### src/sv/assert_macros.svh
// Assertion macros shared by the classifier RTL.
// Each macro expects clk and arst_n to be in scope.
`ifndef ASSERT_MACROS_SVH
`define ASSERT_MACROS_SVH

// Same-cycle implication, checked out of reset.
`define CFK_ASSERT_NOW(lbl, ante, cons, msg) \
	lbl: assert property (@(posedge clk) disable iff (!arst_n) (ante) |-> (cons)) \
		else $error(msg);

// Next-cycle implication, checked out of reset.
`define CFK_ASSERT_NEXT(lbl, ante, cons, msg) \
	lbl: assert property (@(posedge clk) disable iff (!arst_n) (ante) |=> (cons)) \
		else $error(msg);

`endif

### src/sv/cfk_pkg.sv
// Shared types, codes and constant tables of the fragment key classifier.
// No dependencies; used by the controller, datapath and top level.
`default_nettype none
package cfk_pkg;

	// Item actions and the last atom slot
	localparam logic [1:0] ACT_KEY   = 2'd0;
	localparam logic [1:0] ACT_CLASS = 2'd1;
	localparam logic [1:0] ACT_ATOM  = 2'd2;
	localparam logic [1:0] SLOT_LAST = 2'd3;

	localparam int BIN_MAX  = 99;
	localparam int KEY_W_HI = 10000;
	localparam int KEY_W_MD = 100;

	// Multiplier sequence: 9 squares, 6 cross terms, 6 triple-product pieces
	localparam int MUL_STEPS = 21;
	localparam int SPLIT_BITS = 24;

	localparam logic [2:0] OP_SQ = 3'd0; // accumulate square into distance sum
	localparam logic [2:0] OP_XP = 3'd1; // load cross term
	localparam logic [2:0] OP_XN = 3'd2; // subtract from cross term
	localparam logic [2:0] OP_TH = 3'd3; // high piece of triple product
	localparam logic [2:0] OP_TL = 3'd4; // low piece of triple product

	typedef struct packed {
		logic [2:0] kind;
		logic [1:0] j;
		logic [1:0] ap;
		logic [1:0] aq;
		logic [1:0] ak;
		logic [1:0] bp;
		logic [1:0] bq;
		logic [1:0] bk;
	} op_t;

	typedef struct packed {
		logic       ready;
		logic       take;
		logic       clr_step;
		logic       mul_issue;
		logic [4:0] mul_step;
		logic       bin_step;
		logic [2:0] bin_bit;
		logic       key_load;
		logic       srch_init;
		logic       srch_upd;
		logic       frag_load;
		logic       out_load;
	} cmd_t;

	typedef struct packed {
		logic in_valid;
		logic classify;
		logic clr_last;
		logic srch_done;
		logic key_empty;
		logic out_full;
	} sts_t;

	function automatic op_t mk_op(input logic [2:0] kind, input logic [1:0] j,
			input logic [1:0] ap, input logic [1:0] aq, input logic [1:0] ak,
			input logic [1:0] bp, input logic [1:0] bq, input logic [1:0] bk);
		op_t o;
		o.kind = kind; o.j = j;
		o.ap = ap; o.aq = aq; o.ak = ak;
		o.bp = bp; o.bq = bq; o.bk = bk;
		return o;
	endfunction

	// u = a1-a0, v = a2-a1, w = a3-a2; c = u x v
	function automatic op_t mul_op(input logic [4:0] step);
		op_t o;
		case (step)
			5'd0:  o = mk_op(OP_SQ, 2'd0, 2'd0, 2'd2, 2'd0, 2'd0, 2'd2, 2'd0);
			5'd1:  o = mk_op(OP_SQ, 2'd0, 2'd0, 2'd2, 2'd1, 2'd0, 2'd2, 2'd1);
			5'd2:  o = mk_op(OP_SQ, 2'd0, 2'd0, 2'd2, 2'd2, 2'd0, 2'd2, 2'd2);
			5'd3:  o = mk_op(OP_SQ, 2'd1, 2'd1, 2'd3, 2'd0, 2'd1, 2'd3, 2'd0);
			5'd4:  o = mk_op(OP_SQ, 2'd1, 2'd1, 2'd3, 2'd1, 2'd1, 2'd3, 2'd1);
			5'd5:  o = mk_op(OP_SQ, 2'd1, 2'd1, 2'd3, 2'd2, 2'd1, 2'd3, 2'd2);
			5'd6:  o = mk_op(OP_SQ, 2'd2, 2'd0, 2'd3, 2'd0, 2'd0, 2'd3, 2'd0);
			5'd7:  o = mk_op(OP_SQ, 2'd2, 2'd0, 2'd3, 2'd1, 2'd0, 2'd3, 2'd1);
			5'd8:  o = mk_op(OP_SQ, 2'd2, 2'd0, 2'd3, 2'd2, 2'd0, 2'd3, 2'd2);
			5'd9:  o = mk_op(OP_XP, 2'd0, 2'd1, 2'd0, 2'd1, 2'd2, 2'd1, 2'd2);
			5'd10: o = mk_op(OP_XN, 2'd0, 2'd1, 2'd0, 2'd2, 2'd2, 2'd1, 2'd1);
			5'd11: o = mk_op(OP_XP, 2'd1, 2'd1, 2'd0, 2'd2, 2'd2, 2'd1, 2'd0);
			5'd12: o = mk_op(OP_XN, 2'd1, 2'd1, 2'd0, 2'd0, 2'd2, 2'd1, 2'd2);
			5'd13: o = mk_op(OP_XP, 2'd2, 2'd1, 2'd0, 2'd0, 2'd2, 2'd1, 2'd1);
			5'd14: o = mk_op(OP_XN, 2'd2, 2'd1, 2'd0, 2'd1, 2'd2, 2'd1, 2'd0);
			5'd15: o = mk_op(OP_TH, 2'd0, 2'd0, 2'd0, 2'd0, 2'd3, 2'd2, 2'd0);
			5'd16: o = mk_op(OP_TL, 2'd0, 2'd0, 2'd0, 2'd0, 2'd3, 2'd2, 2'd0);
			5'd17: o = mk_op(OP_TH, 2'd0, 2'd0, 2'd0, 2'd1, 2'd3, 2'd2, 2'd1);
			5'd18: o = mk_op(OP_TL, 2'd0, 2'd0, 2'd0, 2'd1, 2'd3, 2'd2, 2'd1);
			5'd19: o = mk_op(OP_TH, 2'd0, 2'd0, 2'd0, 2'd2, 2'd3, 2'd2, 2'd2);
			5'd20: o = mk_op(OP_TL, 2'd0, 2'd0, 2'd0, 2'd2, 2'd3, 2'd2, 2'd2);
			default: o = mk_op(OP_SQ, 2'd0, 2'd0, 2'd0, 2'd0, 2'd0, 2'd0, 2'd0);
		endcase
		return o;
	endfunction

	// 9*b*b, the bin threshold before the fraction scaling
	function automatic logic [16:0] sq9(input logic [6:0] b);
		logic [13:0] sq;
		sq = 14'(b) * 14'(b);
		return 17'(sq) * 17'd9;
	endfunction

endpackage
`default_nettype wire

### src/sv/cfk_ctrl.sv
// Controller: sequences clearing, multiplier steps, bins, search and output.
// Depends on cfk_pkg and assert_macros.svh.
`default_nettype none
`include "assert_macros.svh"
module cfk_ctrl (
	input  wire logic          clk,
	input  wire logic          arst_n,
	input  wire cfk_pkg::sts_t sts,
	output      cfk_pkg::cmd_t cmd
);
	import cfk_pkg::*;

	localparam logic [3:0] S_CLEAR = 4'd0;
	localparam logic [3:0] S_IDLE  = 4'd1;
	localparam logic [3:0] S_MUL   = 4'd2;
	localparam logic [3:0] S_DRAIN = 4'd3;
	localparam logic [3:0] S_BIN   = 4'd4;
	localparam logic [3:0] S_KEY   = 4'd5;
	localparam logic [3:0] S_SRD   = 4'd6;
	localparam logic [3:0] S_SCMP  = 4'd7;
	localparam logic [3:0] S_FWT   = 4'd8;
	localparam logic [3:0] S_CRD   = 4'd9;
	localparam logic [3:0] S_CWT   = 4'd10;

	logic [3:0] state_q, state_d;
	logic [4:0] step_q, step_d;
	logic [2:0] bit_q, bit_d;

	always_comb begin
		cmd     = '0;
		state_d = state_q;
		step_d  = step_q;
		bit_d   = bit_q;
		cmd.mul_step = step_q;
		cmd.bin_bit  = bit_q;
		case (state_q)
			S_CLEAR: begin
				cmd.clr_step = 1'b1;
				if (sts.clr_last) state_d = S_IDLE;
			end
			S_IDLE: begin
				cmd.ready = 1'b1;
				cmd.take  = sts.in_valid;
				if (sts.in_valid && sts.classify) begin
					state_d = S_MUL;
					step_d  = '0;
				end
			end
			S_MUL: begin
				cmd.mul_issue = 1'b1;
				if (step_q == 5'(MUL_STEPS - 1)) begin
					state_d = S_DRAIN;
					bit_d   = '0;
				end else begin
					step_d = step_q + 5'd1;
				end
			end
			S_DRAIN: begin
				// hold until the last product has been accumulated
				if (bit_q == 3'd1) begin
					state_d = S_BIN;
					bit_d   = 3'd6;
				end else begin
					bit_d = bit_q + 3'd1;
				end
			end
			S_BIN: begin
				cmd.bin_step = 1'b1;
				if (bit_q == 3'd0) begin
					state_d = S_KEY;
				end else begin
					bit_d = bit_q - 3'd1;
				end
			end
			S_KEY: begin
				cmd.key_load  = 1'b1;
				cmd.srch_init = 1'b1;
				state_d = sts.key_empty ? S_FWT : S_SRD;
			end
			S_SRD: begin
				state_d = sts.srch_done ? S_FWT : S_SCMP;
			end
			S_SCMP: begin
				cmd.srch_upd = 1'b1;
				state_d = S_SRD;
			end
			S_FWT: begin
				cmd.frag_load = 1'b1;
				state_d = S_CRD;
			end
			S_CRD: begin
				state_d = S_CWT;
			end
			S_CWT: begin
				if (!sts.out_full) begin
					cmd.out_load = 1'b1;
					state_d = S_IDLE;
				end
			end
			default: begin
				state_d = S_IDLE;
			end
		endcase
	end

	always_ff @(posedge clk or negedge arst_n) begin
		if (!arst_n) begin
			state_q <= S_CLEAR;
			step_q  <= '0;
			bit_q   <= '0;
		end else begin
			state_q <= state_d;
			step_q  <= step_d;
			bit_q   <= bit_d;
		end
	end

	`CFK_ASSERT_NOW(a_out_room, cmd.out_load, !sts.out_full, "result loaded over a waiting one")
	`CFK_ASSERT_NEXT(a_start, cmd.take && sts.classify, state_q == S_MUL, "classification did not start")
	`CFK_ASSERT_NOW(a_upd_live, cmd.srch_upd, !sts.srch_done, "search step after convergence")
endmodule
`default_nettype wire

### config.mk
export PLATFORM = sky130hd
export DESIGN_NAME = cfk_ctrl
export DESIGN_NICKNAME = d
export VERILOG_FILES = /design/src/sv/cfk_pkg.sv /design/src/sv/cfk_ctrl.sv
export VERILOG_INCLUDE_DIRS = /design/src /design/src/sv
export SDC_FILE = /design/constraint.sdc
export NUM_CORES = 1
export LEC_CHECK = 0
export ABC_AREA = 1
export ABC_CLOCK_PERIOD_IN_PS = 1600
export BUFFER_PORTS_ARGS = -buffer_cell sky130_fd_sc_hd__buf_2
export CAP_MARGIN = 15
export CORE_MARGIN = 2
export CORE_UTILIZATION = 50
export CTS_BUF_LIST = sky130_fd_sc_hd__clkbuf_4 sky130_fd_sc_hd__clkbuf_8 sky130_fd_sc_hd__clkbuf_16
export CTS_CLUSTER_DIAMETER = 120
export DETAILED_ROUTE_END_ITERATION = 7
export HOLD_SLACK_MARGIN = 0.06
export MAX_ROUTING_LAYER = met4
export PLACE_DENSITY = 0.72
export SLEW_MARGIN = 20
export SYNTH_ARGS = -nofsm -noshare
export SYNTH_HDL_FRONTEND = slang
export SYNTH_SLANG_ARGS = --single-unit
### constraint.sdc
create_clock -name clk -period 1.6 [get_ports clk]
set_input_delay 0.16 -clock clk [delete_from_list [all_inputs] [get_ports clk]]
set_output_delay 0.16 -clock clk [all_outputs]
set_load 0.02 [all_outputs]
==> summary.txt <==
Synth
  • Number of instances in the synthesized netlist: 150
  • Proportion of register bits with asynchronous set or reset after synthesis: 100%
  • Dominant cell type by area after synthesis: dfrtp_1
  • Top-area cell type share of the netlist area: 28.8%
  • Most frequent cell after synthesis: nand2_1
  • Nets in the synthesized netlist: 164
  • Yosys cell types: 28
  • Synthesized cell area: 0.00104 mm²
  • Portion of the post-synthesis area used by sequential elements: 28.8%
  • List of most frequent post-synthesis cells: nand2_1 (46), inv_1 (18), nor2_1 (16), dfrtp_1 (12), nand3_1 (12)
  • Warnings from Yosys: 0
  • Flops & latches, synth: 12
  • Avg Synthesized Cell Area: 6.95 µm²
  • Post-synth EDFFs: 0
  • Top FF cell, synth: dfrtp_1
  • Leading post-synthesis cells by cell area: dfrtp_1 (29%), nand2_1 (17%), ha_1 (7.2%)

Clocking
  • Clock input transition at the sequential cells of the worst setup and hold paths: 80 ps
  • Clock root buffer: clkbuf_4
  • CTS tree: yes
  • Worst-case clock buffer depth: 2
  • H-tree Lvls: 1
  • TritonCTS buffer count: 3
  • Clock latency reported for the late side of the worst-skew pair: 270 ps
  • Total clock sinks: 12

Critical path
  • CP required: 1440 ps
  • Crit. Startpoint: state_q[0]
  • Register-to-Register Setup Slack: 150 ps
  • CP max FO: 8
  • FF-to-FF path depth: 9
  • Data arrival time of the critical path: 1340 ps
  • Critical Path Source Type: register
  • Crit path kind: reg -> out
  • CP Capture Type: primary output
  • Launch point of the worst reg-to-reg path: step_q[0]

Timing
  • Unrepaired setup endpoints after global routing: false
  • WHS: 123 ps
  • Setup Total Neg Slack: 0 ps
  • Worst Setup Slack, final: 98.4 ps
  • Final Skew: 4.84 ps
  • Share of the clock period used by the worst path after layout: 93.9%
  • Final period demand of the worst path: 1500 ps
  • Total setup violations reported at the end of the flow: 0
  • Worst-Margin Slew: 287 ps
  • Worst slew margin: 80.9%
  • Hold Violations, Final: 0
  • Count of final max-slew check failures: 0
  • Maximum achievable frequency: 666 MHz

Placed design
  • Input/output buffers: 25
  • Setup Slack @ Placement: 145 ps
  • DP Wirelength: 1820 µm
  • Area after DPL: 0.00118 mm²
  • Routability congestion estimate: 0.924

Layout
  • Final non-filler cell area: 0.00126 mm²
  • Total number of nets in the final design: 195
  • Area of the multi-input gates: 656 µm²
  • Number of antenna repair diodes: 0
  • Ratio of cells with drive above 1 in the final layout: 32.8%
  • Fill cell count: 206
  • Area taken by flip-flops and latches: 307 µm²
  • Layout overhead on the synthesized area: 21.2%

Pwr
  • Combinational power share: 64.3%
  • Power consumption: 2.43 mW
  • Leakage Power: 0.707 nW
  • Portion of total power attributed to the clock network: 10.0%
  • Cell-internal power: 1.12 mW
  • Net Sw Power: 1.31 mW
  • Share of power burned in registers: 25.7%
  • Largest vdd supply drop: 0.00105 V
  • Power Density: 1920 mW/mm²
  • Share of total power consumed by net switching: 53.8%

Global routing
  • Number of antenna violations at the first check in global routing: 0
  • Vias in the first global route: 897
  • Total routing resource utilization after global routing: 22.3%
  • Largest net degree at the start of global routing: 13
  • Gr ovfl total: 0
  • Wire length of the first global-routing pass: 4130 µm

Routing
  • Count of vias placed by the detailed router: 996
  • Length of the first detailed-routing pass in iterations: 4
  • Starting DRC count in detailed routing: 27
  • Routed length per instance: 11.3 µm
  • Residual DRC: 0
  • Routed via count divided by cell count: 4.81
  • Final Routed Wirelength: 2340 µm
  • Number of nets with antenna violations after detailed routing: 0

Min path
  • Min-delay src: sts[1]
  • Type of the tightest min-delay check: in -> reg
  • Worst Hold Depth: 3

Floorplanning
  • Die width: 49.7 µm
  • Area inside the core boundary: 0.00196 mm²
  • Die H: 49.7 µm
  • # IOs: 26
  • Initial core utilization: 53.1%
  • Die footprint: 0.00247 mm²
  • Core Rows: 16

Outcome
  • Status: completed

Flow run
  • Max capacitance violation total: 0
[metal layers]
layer | wire, µm | vias up | GRT usage (%) | part of all wire (%)
met4 | 18 | 0 | 8.33 | 0.77
met2 | 1130 | 30 | 36.7 | 48
met5 | 0 | - | - | 0
met1 | 1090 | 431 | 27.9 | 47
met3 | 102 | 2 | 2.73 | 4.4
li1 | - | 533 | - | -
[sequential cells by signal, indices dropped and copies added (netlist names)]
signal   flops
bit_q        3
step_q       5
state_q      4
[worst paths after layout]
kind                         endpoint
setup / recovery               cmd[0]
hold / removal             state_q[3]
setup reg to reg           state_q[1]
hold reg to reg             step_q[0]
max in group asynchronous  state_q[2]
min in group asynchronous   step_q[0]
[timing repair]
| action | 4_1_cts | 5_1_grt |
|---|---|---|
| setup endpoints to repair | 6 | 10 |
| resized for setup | 2 | 7 |
| endpoints found under the hold margin | 12 | 0 |
| hold buffers | 1 | 0 |
| pin swaps | 1 | 2 |
| setup buffers | 1 | 1 |
| gates cloned | 0 | 0 |
[stage by stage]
step,util [%],cells
2_1_floorplan,-,150
3_3_place_gp,60.3,200
3_5_place_dp,60.3,200
4_1_cts,63.2,206
5_1_grt,64.4,207
6_report,64.4,207
[power by group through the flow]
stage	Sequential [mW]	Combinational (mW)	Clock, mW
4_1_cts	0.610	1.54	0.252
3_5_place_dp	0.607	1.51	0
2_1_floorplan	0.619	1.16	0
3_3_place_gp	0.599	1.50	0
6_report	0.625	1.56	0.243
5_1_grt	0.656	1.77	0.267
[cells in the final DEF (no fill, tap or decap), types with 5 or more instances in the layout]
cell type,instances
nor2_1,14
dfrtp_2,5
nand2_1,46
inv_1,18
nand3_1,12
ha_1,6
nor2_4,6
buf_2,25
dfrtp_1,7
[critical path: stages (launching register included)]
cell,delay [ps]
dfrtp_2,490
inv_1,90
nand2_1,120
nor4_2,160
buf_2,200
[layout make-up]
class	count	area share, %
repair buffers	28	11.9
multi-input cells	115	51.9
flip-flops and latches	12	24.3
well taps	27	2.67
inverters	21	6.44
clock buffers	4	2.87
[cells by family after synthesis]
kind of cell	after synthesis	synth area share, %
AO/OA/AOI/OAI	11	6.36
buffers and inverters	23	9.36
adder cells (fa/ha/maj)	6	7.20
AND/OR/NAND/NOR	94	44.9
XOR/XNOR	4	3.36
flip-flops	12	28.8
No activity file was read; power rests on OpenSTA's default activity.
